===== src/design/tccw_pkg.sv =====
// ----------------------------------------------------------------------------
// tccw_pkg
// Types, character codes and defaults for the text console character writer.
// ----------------------------------------------------------------------------
`timescale 1ns / 1ps

package tccw_pkg;

    localparam int DEF_SCREEN_WIDTH  = 80;
    localparam int DEF_SCREEN_HEIGHT = 25;

    localparam int ROW_W  = 8;
    localparam int COL_W  = 7;
    localparam int ADDR_W = 11;
    localparam int WORD_W = 16;

    localparam logic [7:0] CH_NEWLINE   = 8'h0A;
    localparam logic [7:0] CH_BACKSPACE = 8'h08;
    localparam logic [7:0] CH_SPACE     = 8'h20;
    localparam logic [7:0] ERASE_ATTR   = 8'd15;
    localparam logic [ROW_W-1:0] ROW_MAX = 8'd255;

    typedef struct packed {
        logic [7:0] char_code;
        logic [7:0] attribute;
    } char_req_t;

    typedef struct packed {
        logic              write_enable;
        logic [ADDR_W-1:0] cell_address;
        logic [WORD_W-1:0] cell_word;
        logic              off_screen;
        logic [ROW_W-1:0]  cursor_row;
        logic [COL_W-1:0]  cursor_col;
    } cell_req_t;

endpackage


===== src/design/tccw_stream_if.sv =====
// ----------------------------------------------------------------------------
// tccw_stream_if
// Valid/ready channel carrying one request payload per handshake.
// ----------------------------------------------------------------------------
`timescale 1ns / 1ps

interface tccw_stream_if #(
    parameter type payload_t = logic
);
    logic     valid;
    logic     ready;
    payload_t payload;

    modport source (output valid, output payload, input ready);
    modport sink   (input valid, input payload, output ready);
endinterface


===== src/design/text_console_char_writer_unit.sv =====
// ----------------------------------------------------------------------------
// text_console_char_writer_unit
// Cursor tracking and cell write generation for a text-mode console.
//
// Channels: chars takes one request (char_code, attribute) per handshake;
// cells returns exactly one request per accepted character, carrying the
// cell write (write_enable, cell_address, cell_word), the off_screen flag
// and the cursor position after that character.
// A result appears on cells in the cycle after its character is accepted.
// Throughput: one character per cycle while cells is not stalled; the cursor
// update and the row*SCREEN_WIDTH+col address are done in the accept cycle.
// Stall: cells holds its request while ready is low; chars stays ready as
// long as the output register is empty or is being drained in that cycle.
// Reset: the cursor returns to row 0, column 0 and the output register is
// emptied. Newline moves to the next row, backspace erases the previous
// cell, any other byte is printed and advances. Rows at or beyond
// SCREEN_HEIGHT are not written (no scrolling) and are flagged off_screen.
// ----------------------------------------------------------------------------
`timescale 1ns / 1ps

module text_console_char_writer_unit #(
    parameter int SCREEN_WIDTH  = tccw_pkg::DEF_SCREEN_WIDTH,
    parameter int SCREEN_HEIGHT = tccw_pkg::DEF_SCREEN_HEIGHT
) (
    input  logic              clk,
    input  logic              rst_n,
    tccw_stream_if.sink       chars,
    tccw_stream_if.source     cells
);

    localparam int ROW_W = tccw_pkg::ROW_W;
    localparam int COL_W = tccw_pkg::COL_W;
    localparam logic [COL_W-1:0] LAST_COL = COL_W'(SCREEN_WIDTH - 1);
    localparam logic [COL_W:0]   WIDTH_X  = (COL_W+1)'(SCREEN_WIDTH);
    localparam logic [ROW_W-1:0] HEIGHT_X = ROW_W'(SCREEN_HEIGHT);

    logic [ROW_W-1:0]    row_reg, row_next;
    logic [COL_W-1:0]    col_reg, col_next;
    logic                out_valid_reg;
    tccw_pkg::cell_req_t out_reg, out_next;

    logic accept;

    assign chars.ready   = !out_valid_reg || cells.ready;
    assign accept        = chars.valid && chars.ready;
    assign cells.valid   = out_valid_reg;
    assign cells.payload = out_reg;

    always_comb
    begin
        logic [7:0]             ch;
        logic [7:0]             attr;
        logic                   do_write;
        logic [ROW_W-1:0]       wr_row;
        logic [COL_W-1:0]       wr_col;
        logic [15:0]            word;
        logic [15:0]            addr_full;
        logic                   on;
        logic [COL_W:0]         col_inc;
        logic [ROW_W-1:0]       row_inc;

        ch       = chars.payload.char_code;
        attr     = chars.payload.attribute;
        row_next = row_reg;
        col_next = col_reg;
        do_write = 1'b0;
        wr_row   = row_reg;
        wr_col   = col_reg;
        word     = '0;
        row_inc  = (row_reg == tccw_pkg::ROW_MAX) ? row_reg : row_reg + 1'b1;
        col_inc  = {1'b0, col_reg} + 1'b1;

        priority if (ch == tccw_pkg::CH_NEWLINE)
        begin
            row_next = row_inc;
            col_next = '0;
        end
        else if (ch == tccw_pkg::CH_BACKSPACE)
        begin
            if (!(row_reg == '0 && col_reg == '0))
            begin
                priority if (col_reg == '0)
                begin
                    row_next = row_reg - 1'b1;
                    col_next = LAST_COL;
                end
                else if ({1'b0, col_reg} >= WIDTH_X)
                begin
                    col_next = LAST_COL;
                end
                else
                begin
                    col_next = col_reg - 1'b1;
                end
                do_write = 1'b1;
                wr_row   = row_next;
                wr_col   = col_next;
                word     = {tccw_pkg::ERASE_ATTR, tccw_pkg::CH_SPACE};
            end
        end
        else
        begin
            do_write = 1'b1;
            word     = {attr, ch};
            // wrap at the screen width
            if (col_inc >= WIDTH_X)
            begin
                col_next = '0;
                row_next = row_inc;
            end
            else
            begin
                col_next = col_inc[COL_W-1:0];
            end
        end

        on        = (wr_row < HEIGHT_X) && ({1'b0, wr_col} < WIDTH_X);
        addr_full = 16'(wr_row) * 16'(SCREEN_WIDTH) + 16'(wr_col);

        out_next.write_enable = do_write && on;
        out_next.cell_address = (do_write && on) ? addr_full[tccw_pkg::ADDR_W-1:0] : '0;
        out_next.cell_word    = word;
        out_next.off_screen   = do_write && !on;
        out_next.cursor_row   = row_next;
        out_next.cursor_col   = col_next;
    end

    always_ff @(posedge clk or negedge rst_n)
    begin
        if (!rst_n)
        begin
            row_reg       <= '0;
            col_reg       <= '0;
            out_valid_reg <= 1'b0;
        end
        else
        begin
            if (accept)
            begin
                row_reg <= row_next;
                col_reg <= col_next;
            end
            // hold the result until it is taken, refill in the same cycle
            if (accept)
                out_valid_reg <= 1'b1;
            else if (cells.ready)
                out_valid_reg <= 1'b0;
        end
    end

    always_ff @(posedge clk)
    begin
        if (accept)
            out_reg <= out_next;
    end

endmodule


===== src/flat_wrapper.sv =====
// flat-port wrapper written by rule: the top's interface ports become plain ports
module text_console_char_writer_unit_flat import tccw_pkg::*;
#(
    parameter int SCREEN_WIDTH  = tccw_pkg::DEF_SCREEN_WIDTH,
    parameter int SCREEN_HEIGHT = tccw_pkg::DEF_SCREEN_HEIGHT
)
  (clk, rst_n, chars_valid, chars_payload, chars_ready, cells_valid, cells_payload, cells_ready);
  tccw_stream_if #(.payload_t(char_req_t)) chars_i ();
  tccw_stream_if #(.payload_t(cell_req_t)) cells_i ();
  input  logic clk;
  input  logic rst_n;
  input wire logic [$bits(chars_i.valid)-1:0] chars_valid;
  input wire logic [$bits(chars_i.payload)-1:0] chars_payload;
  output wire logic [$bits(chars_i.ready)-1:0] chars_ready;
  output wire logic [$bits(cells_i.valid)-1:0] cells_valid;
  output wire logic [$bits(cells_i.payload)-1:0] cells_payload;
  input wire logic [$bits(cells_i.ready)-1:0] cells_ready;
  assign chars_i.valid = chars_valid;
  assign chars_i.payload = chars_payload;
  assign chars_ready = chars_i.ready;
  assign cells_valid = cells_i.valid;
  assign cells_payload = cells_i.payload;
  assign cells_i.ready = cells_ready;
  text_console_char_writer_unit #(.SCREEN_WIDTH(SCREEN_WIDTH), .SCREEN_HEIGHT(SCREEN_HEIGHT)) u_core (.clk(clk), .rst_n(rst_n), .chars(chars_i), .cells(cells_i));
endmodule

===== config.mk =====
export PLATFORM = sky130hd
export DESIGN_NAME = text_console_char_writer_unit_flat
export DESIGN_NICKNAME = d
export VERILOG_FILES = /design/src/design/tccw_pkg.sv /design/src/design/tccw_stream_if.sv /design/src/design/text_console_char_writer_unit.sv /design/src/flat_wrapper.sv
export SDC_FILE = /design/constraint.sdc
export NUM_CORES = 1
export LEC_CHECK = 0
export BUFFER_PORTS_ARGS = -buffer_cell sky130_fd_sc_hd__buf_2
export CAP_MARGIN = 5
export CELL_PAD_IN_SITES_DETAIL_PLACEMENT = 1
export CELL_PAD_IN_SITES_GLOBAL_PLACEMENT = 2
export CORE_MARGIN = 2
export CORE_UTILIZATION = 38
export CTS_CLUSTER_DIAMETER = 60
export CTS_CLUSTER_SIZE = 16
export DETAILED_ROUTE_END_ITERATION = 7
export PLACE_DENSITY_LB_ADDON = 0.1
export SYNTH_ARGS = -nofsm -noshare
export SYNTH_HDL_FRONTEND = slang
export SYNTH_SLANG_ARGS = --single-unit
export TNS_END_PERCENT = 50

===== constraint.sdc =====
create_clock -name clk -period 9.46 [get_ports clk]
set_input_delay 1.892 -clock clk [delete_from_list [all_inputs] [get_ports clk]]
set_output_delay 1.892 -clock clk [all_outputs]
set_load 0.005 [all_outputs]

# ---- After elaboration in Yosys (flattened, before gate mapping)
# Cells that the tools add are included.
dict set report word_totals {
  reg_bits 60
  output_inout_bits 46
}
dict set report op_classes {
  n_addsub 5
  multipliers 1
  order_cmp 4
  n_eq_ne 3
  muxes 23
  reduce_logical 11
}
# operator count
set op_table {}
lappend op_table {{8-bit 2-to-1 mux} 8}
lappend op_table {{7-bit 2-to-1 mux} 8}
lappend op_table {{8-bit by 4-bit == test with 1-bit output, second input constant} 2}
lappend op_table {{16-bit 2-to-1 mux} 1}
lappend op_table {{12-bit 2-to-1 mux} 1}
lappend op_table {{11-bit by 7-bit adder with 11-bit output} 1}
lappend op_table {{7-bit by 1-bit adder with 8-bit output, second input constant} 1}
lappend op_table {{8-bit by 1-bit adder with 8-bit output, second input constant} 1}
lappend op_table {{8-bit == test, second input constant} 1}
lappend op_table {{8-bit by 7-bit greater-or-equal comparator with 1-bit output, second input constant} 1}
lappend op_table {{8-bit zero test} 1}
lappend op_table {{8-bit by 5-bit < comparator with 1-bit output, second input constant} 1}
lappend op_table {{8-bit by 3-bit multiplier with 7-bit output, second input constant} 1}
lappend op_table {{8-bit by 1-bit subtractor with 8-bit output, second input constant} 1}
lappend op_table {{7-bit greater-or-equal comparator, second input constant} 1}
lappend op_table {{7-bit zero test} 1}
lappend op_table {{7-bit < comparator, second input constant} 1}
lappend op_table {{7-bit by 1-bit subtractor with 7-bit output, second input constant} 1}
lappend op_table {{1-bit logical AND} 5}
lappend op_table {{1-bit 2-to-1 mux} 5}
lappend op_table {{1-bit zero test} 2}
lappend op_table {{2-bit nonzero test} 1}
lappend op_table {{1-bit logical OR} 1}

# ---- Longest topological paths before layout
dict set report depth {
  word_depth 10
  mapped_depth 17
}

# ---- Worst setup path before layout
# Ideal clock, no wire load.
dict set report synth_timing {
  path_kind {in2reg}
  startpoint {input port chars_payload[10]}
  endpoint {register u_core.out_reg, in the netlist u_core.cells.payload[42] (data pin)}
  setup_time_ns 0.258
  t_arrival_ns 4.885
  t_required_ns 9.202
  path_slack_ns 4.318
  path_stages 15
  path_buffers 1
  cell_sequence {nor4b_1 -> and2_1 -> buf_2 -> nand2_1 -> or2_2 -> xnor2_1 -> ha_1 -> ha_1 -> fa_1 -> xor2_1 -> o2111ai_1 -> xnor2_1 -> xnor2_1 -> xnor2_1 -> nor3_2}
}
dict set report synth_between {
  elab_chain_cells 6
  elab_cells_between_ends 14
  classes_between {1 x add/sub; 1 x mul; 2 x order compare; 2 x eq/ne; 6 x mux; 2 x reduce/logical}
}
# item line
set synth_lines {}
lappend synth_lines {{from (decl)} flat_wrapper.sv:13} ;# input wire logic [$bits(chars_i.payload)-1:0] chars_payload;
lappend synth_lines {{branches (longest 6 deep; another with 11-bit by 7-bit adder with 11-bit output)} --}
lappend synth_lines {{to (signal assigned)} text_console_char_writer_unit.sv:154} ;# out_reg <= out_next;
lappend synth_lines {{to (decl)} text_console_char_writer_unit.sv:40} ;# tccw_pkg::cell_req_t out_reg, out_next;
# Several ways; the timed one is not identified.
# A chain may end at the register's enable or synchronous reset.

# ---- Final worst setup path
dict set report layout_timing {
  startpoint {input port chars_payload[9]}
  endpoint {register u_core.out_reg, in the netlist u_core.cells.payload[42] (data pin)}
}
# Same word-level chain as after synthesis.

==> key figures <==
Die
  • Placeable Area: a little over 10000 um^2
  • Number of I/O pins: 66
  • Full die area: 11300 um^2
  • Cell row count: 37
  • Floorplan die width: approximately 110 um
  • Die H: 106 um
  • Starting density of the core: 38.8%

CTS
  • CTS tree: built
  • Clock network latency to the later pin of the worst-skew pair: around 350 ps
  • Register clock-pin slew on the reported worst setup and hold paths: around 70 ps
  • CTS Buf Count: 9
  • # resized after CTS: 0
  • Setup Fix Bufs, Post-CTS: 0
  • Clock Root Buffer: clkbuf_8
  • H-tree depth: 3
  • Deepest clock path buffer count: 2
  • Hold buffers post-CTS: 0
  • Clock net sink count: 60

Job
  • Max-cap violations: 0

Logic synthesis
  • Yosys warnings: 0
  • Synth Area in XOR/XNOR: 4.86%
  • Fraction of the mapped netlist area in adder cells: under 10%
  • Instance count of the mapped netlist: ~400
  • Share of synthesized area spent on multiplexers: under 10%
  • Synth cell types: 67
  • Fraction of registers with async set or reset after synthesis: between 20% and 30%
  • Post-synth EDFFs: 44
  • Simple-gate share of the synthesized area: between 20% and 30%
  • Post-synthesis area per instance: 9.89 um^2
  • Syn Std Cell Area: 3970 um^2
  • Syn Nets: 438
  • Prevailing post-synth register cell: edfxtp_1
  • Top cell type's share of synthesized area: between 30% and 40%
  • Yosys top cell by area: edfxtp_1
  • Share of the yosys chip area belonging to registers: a little over two fifths
  • Compound-Gate Fraction of Synth Area: a little under a fifth
  • Main combinational cell family by area after synthesis: simple AND/OR/NAND/NOR gates
  • Main area contributors after synthesis: edfxtp_1 (33%), dfrtp_1 (10%), ha_1 (4.7%)
  • Count of state elements after synthesis: 60

Finish
  • Multi-input gate area: 2030 um^2
  • Ant. Diodes: 0
  • Summed area of non-filler cells in the final layout: approximately 4500 um^2
  • Post-layout util: about 44%
  • Ratio of cells with drive above 1 in the final layout: approximately 24%
  • Post-layout instance count excluding filler cells: 585
  • Number of flip-flops in the largest register: 44
  • Sequential cell area: around 1700 um^2
  • Synth-to-Final Area Change: 13.0%
  • Fill cell count: approximately 1200
  • Final Net Count: slightly below 500

Routing
  • DRC errors left: 0
  • Violation count after the first detailed-route iteration: 116
  • Vias per cell: between 5 and 6
  • Detailed-route wire length: 10.9 mm
  • Via count: ~3200
  • WL per Instance: roughly 19 um
  • Count of antenna-violating nets left after detailed routing: 0
  • Drt first pass iters: 4

STA
  • Slew HR: approximately 25%
  • Post-route clock period utilization: around three fifths
  • Hold violation total from the final report: 0
  • Setup repair after global routing missed its margin: false
  • Number of setup violations in the final report: 0
  • Max Freq: about 180 MHz
  • Final critical-path required period: approximately 5500 ps
  • Summed negative setup slack over all endpoints: 0 ps
  • Setup Skew: 11.9 ps
  • Final Max Slew Viols: 0
  • Final hold slack: around 540 ps
  • Least-Margin Pin Slew: about 1100 ps
  • Slack of the critical path: just under 4000 ps

Placed design
  • Post-DP HPWL: roughly 7.7 mm
  • Port bufs: 65
  • Post-Place Cell Area: approximately 4300 um^2
  • Weighted congestion at the end of routability-driven global placement: ~0.85
  • Setup slack after placement: ~3600 ps
  • Post-Place Cells: between 500 and 600

Min path
  • Hold Path Cell Cnt: 2
  • Worst Hold End: u_core.cells.valid$_DFFE_PN0P_
  • Hold/Removal Path Class: reg2reg
  • Startpoint of the lowest-slack hold path: u_core.cells.valid$_DFFE_PN0P_

Power and ir drop
  • Worst voltage drop across the vdd grid: roughly 0.14 mV
  • Internal power: around 0.7 mW
  • Sequential power share: around 37%
  • Power consumption: around 1.2 mW
  • Switching share of power: a little over two fifths
  • Gate power share: a little under half
  • Leak pwr: between 1.5 and 2 nW
  • Clock network power share: 16.8%
  • Power per unit of standard cell area: about 270 nW/um^2
  • Switching power: between 0.5 and 0.6 mW

Setup path
  • Cells traversed along the worst timing path: buf_2, nor4_1, and2_1, nand2_1, or2_2, xnor2_1, ha_1, ha_1, fa_1, xor2_1, o2111ai_1, xnor2_1, xnor2_1, xnor2_1, nor3_2
  • Worst-case reg-to-reg path depth: 14
  • Startpoint-to-endpoint class of the critical path: in2reg
  • Crit. Startpoint: chars_payload[9]
  • Startpoint types: input pin
  • Worst R2R Start: u_core.col_reg[2]$_DFFE_PN0P_
  • Max stage delay on crit path: ~440 ps
  • Most common cell type on the critical path: xnor2_1
  • Required time worst endpoint: roughly 9500 ps
  • Family with the most delay on the worst path: simple AND/OR/NAND/NOR gates
  • CP max stage cell: and2_1
  • WP depth: 15
  • Buf/Inv on CP: 1
  • Register-to-Register Setup Slack: about 4800 ps
  • Reg-to-reg critical path endpoint: u_core.cells.payload[42]$_SDFFCE_PN0P_
  • Critical path peak fanout: 11
  • WP data arrival: 5570 ps
  • Crit path capture type: register

Outcome
  • Result of the run: finished, final reports clean

GRT
  • Number of antenna violations at the first check in global routing: 0
  • Global-route wire length before repair: between 15 and 20 mm
  • Number of global-route vias before repair: between 3000 and 4000
  • Largest net degree at the start of global routing: 36
  • Total Routing Usage GR: around 20%
  • Overflow left after global routing: 0
-- synthesized netlist by cell type, drive strengths merged, types with 5 or more instances --
master / count
a211oi: 6
a21oi: 21
a31oi: 10
and2: 12
buf: 14
clkbuf: 20
dfrtp: 16
edfxtp: 44
ha: 15
inv: 14
nand2: 40
nand2b: 6
nand3: 9
nor2: 24
nor3: 16
nor4: 6
o21a: 7
o21ai: 23
o22ai: 5
xnor2: 14
xor2: 8
-- final cells by class --
cell class	count	area share, %
clock buffers	10	2.85
clock inverters	6	0.922
inverters	14	1.17
multi-input cells	293	45.4
flip-flops and latches	60	38.4
well taps	136	3.80
repair buffers	66	7.43
-- cells by family (layout without fill, tap and decap cells) --
group,after synthesis,after routing
compound gates,105,105
xor+xnor,22,22
fa+ha+maj,17,17
buf+inv,48,96
flops,60,60
mux,5,5
simple gates,144,144
-- routing by layer --
| layer | wire, um | track usage (%) | part of all wire (%) | up-vias |
|---|---|---|---|---|
| met5 | 0 | 0 | 0 | - |
| met4 | 119 | 5.26 | 1.1 | 0 |
| met3 | 504 | 3.62 | 4.6 | 7 |
| met2 | 5060 | 32.7 | 47 | 75 |
| met1 | 5190 | 28.6 | 48 | 1593 |
| li1 | - | - | - | 1560 |
-- power by group through the flow --
stage | sequential, mW | clock [mW] | combinational (mW)
global placement | 0.456 | 0 | 0.550
finish | 0.452 | 0.204 | 0.558
detailed placement | 0.456 | 0 | 0.560
CTS | 0.452 | 0.210 | 0.562
global route | 0.465 | 0.220 | 0.629
floorplan | 0.409 | 0 | 0.454
-- worst max-delay path by stage --
| stage | end | slack (ps) |
|---|---|---|
| CTS | u_core.cells.payload[42]$_SDFFCE_PN0P_ | 3910 |
| global placement | u_core.cells.payload[42]$_SDFFCE_PN0P_ | 3790 |
| global route | u_core.cells.payload[42]$_SDFFCE_PN0P_ | 3700 |
| floorplan | u_core.cells.payload[42]$_SDFFCE_PN0P_ | 4320 |
| detailed placement | u_core.cells.payload[42]$_SDFFCE_PN0P_ | 3590 |
| finish | u_core.cells.payload[42]$_SDFFCE_PN0P_ | 3960 |
-- cell usage in the layout, fill, tap and decap left out, drive strengths merged, types with 4 or more instances in the layout --
cell	Yosys	final
a211oi	6	6
a21oi	21	21
a22o	4	4
a31oi	10	10
and2	12	12
buf	14	66
clkbuf	20	10
clkinv	0	4
dfrtp	16	16
edfxtp	44	44
ha	15	15
inv	14	14
mux2i	4	4
nand2	40	40
nand2b	6	6
nand3	9	9
nand4	4	4
nor2	24	24
nor2b	4	4
nor3	16	16
nor4	6	6
o21a	7	7
o21ai	23	23
o22ai	5	5
o32ai	4	4
or4	4	4
xnor2	14	14
xor2	8	8
-- worst reg2reg max path: cells and delay by family, from the launching register on --
family                   cells  cell delay, ps
AND/OR/NAND/NOR              4            1310
AO/OA/AOI/OAI                2             610
adder cells (fa/ha/maj)      3             890
flip-flops                   1             610
XOR/XNOR                     5             970
No activity file was read; power rests on OpenSTA's default activity.
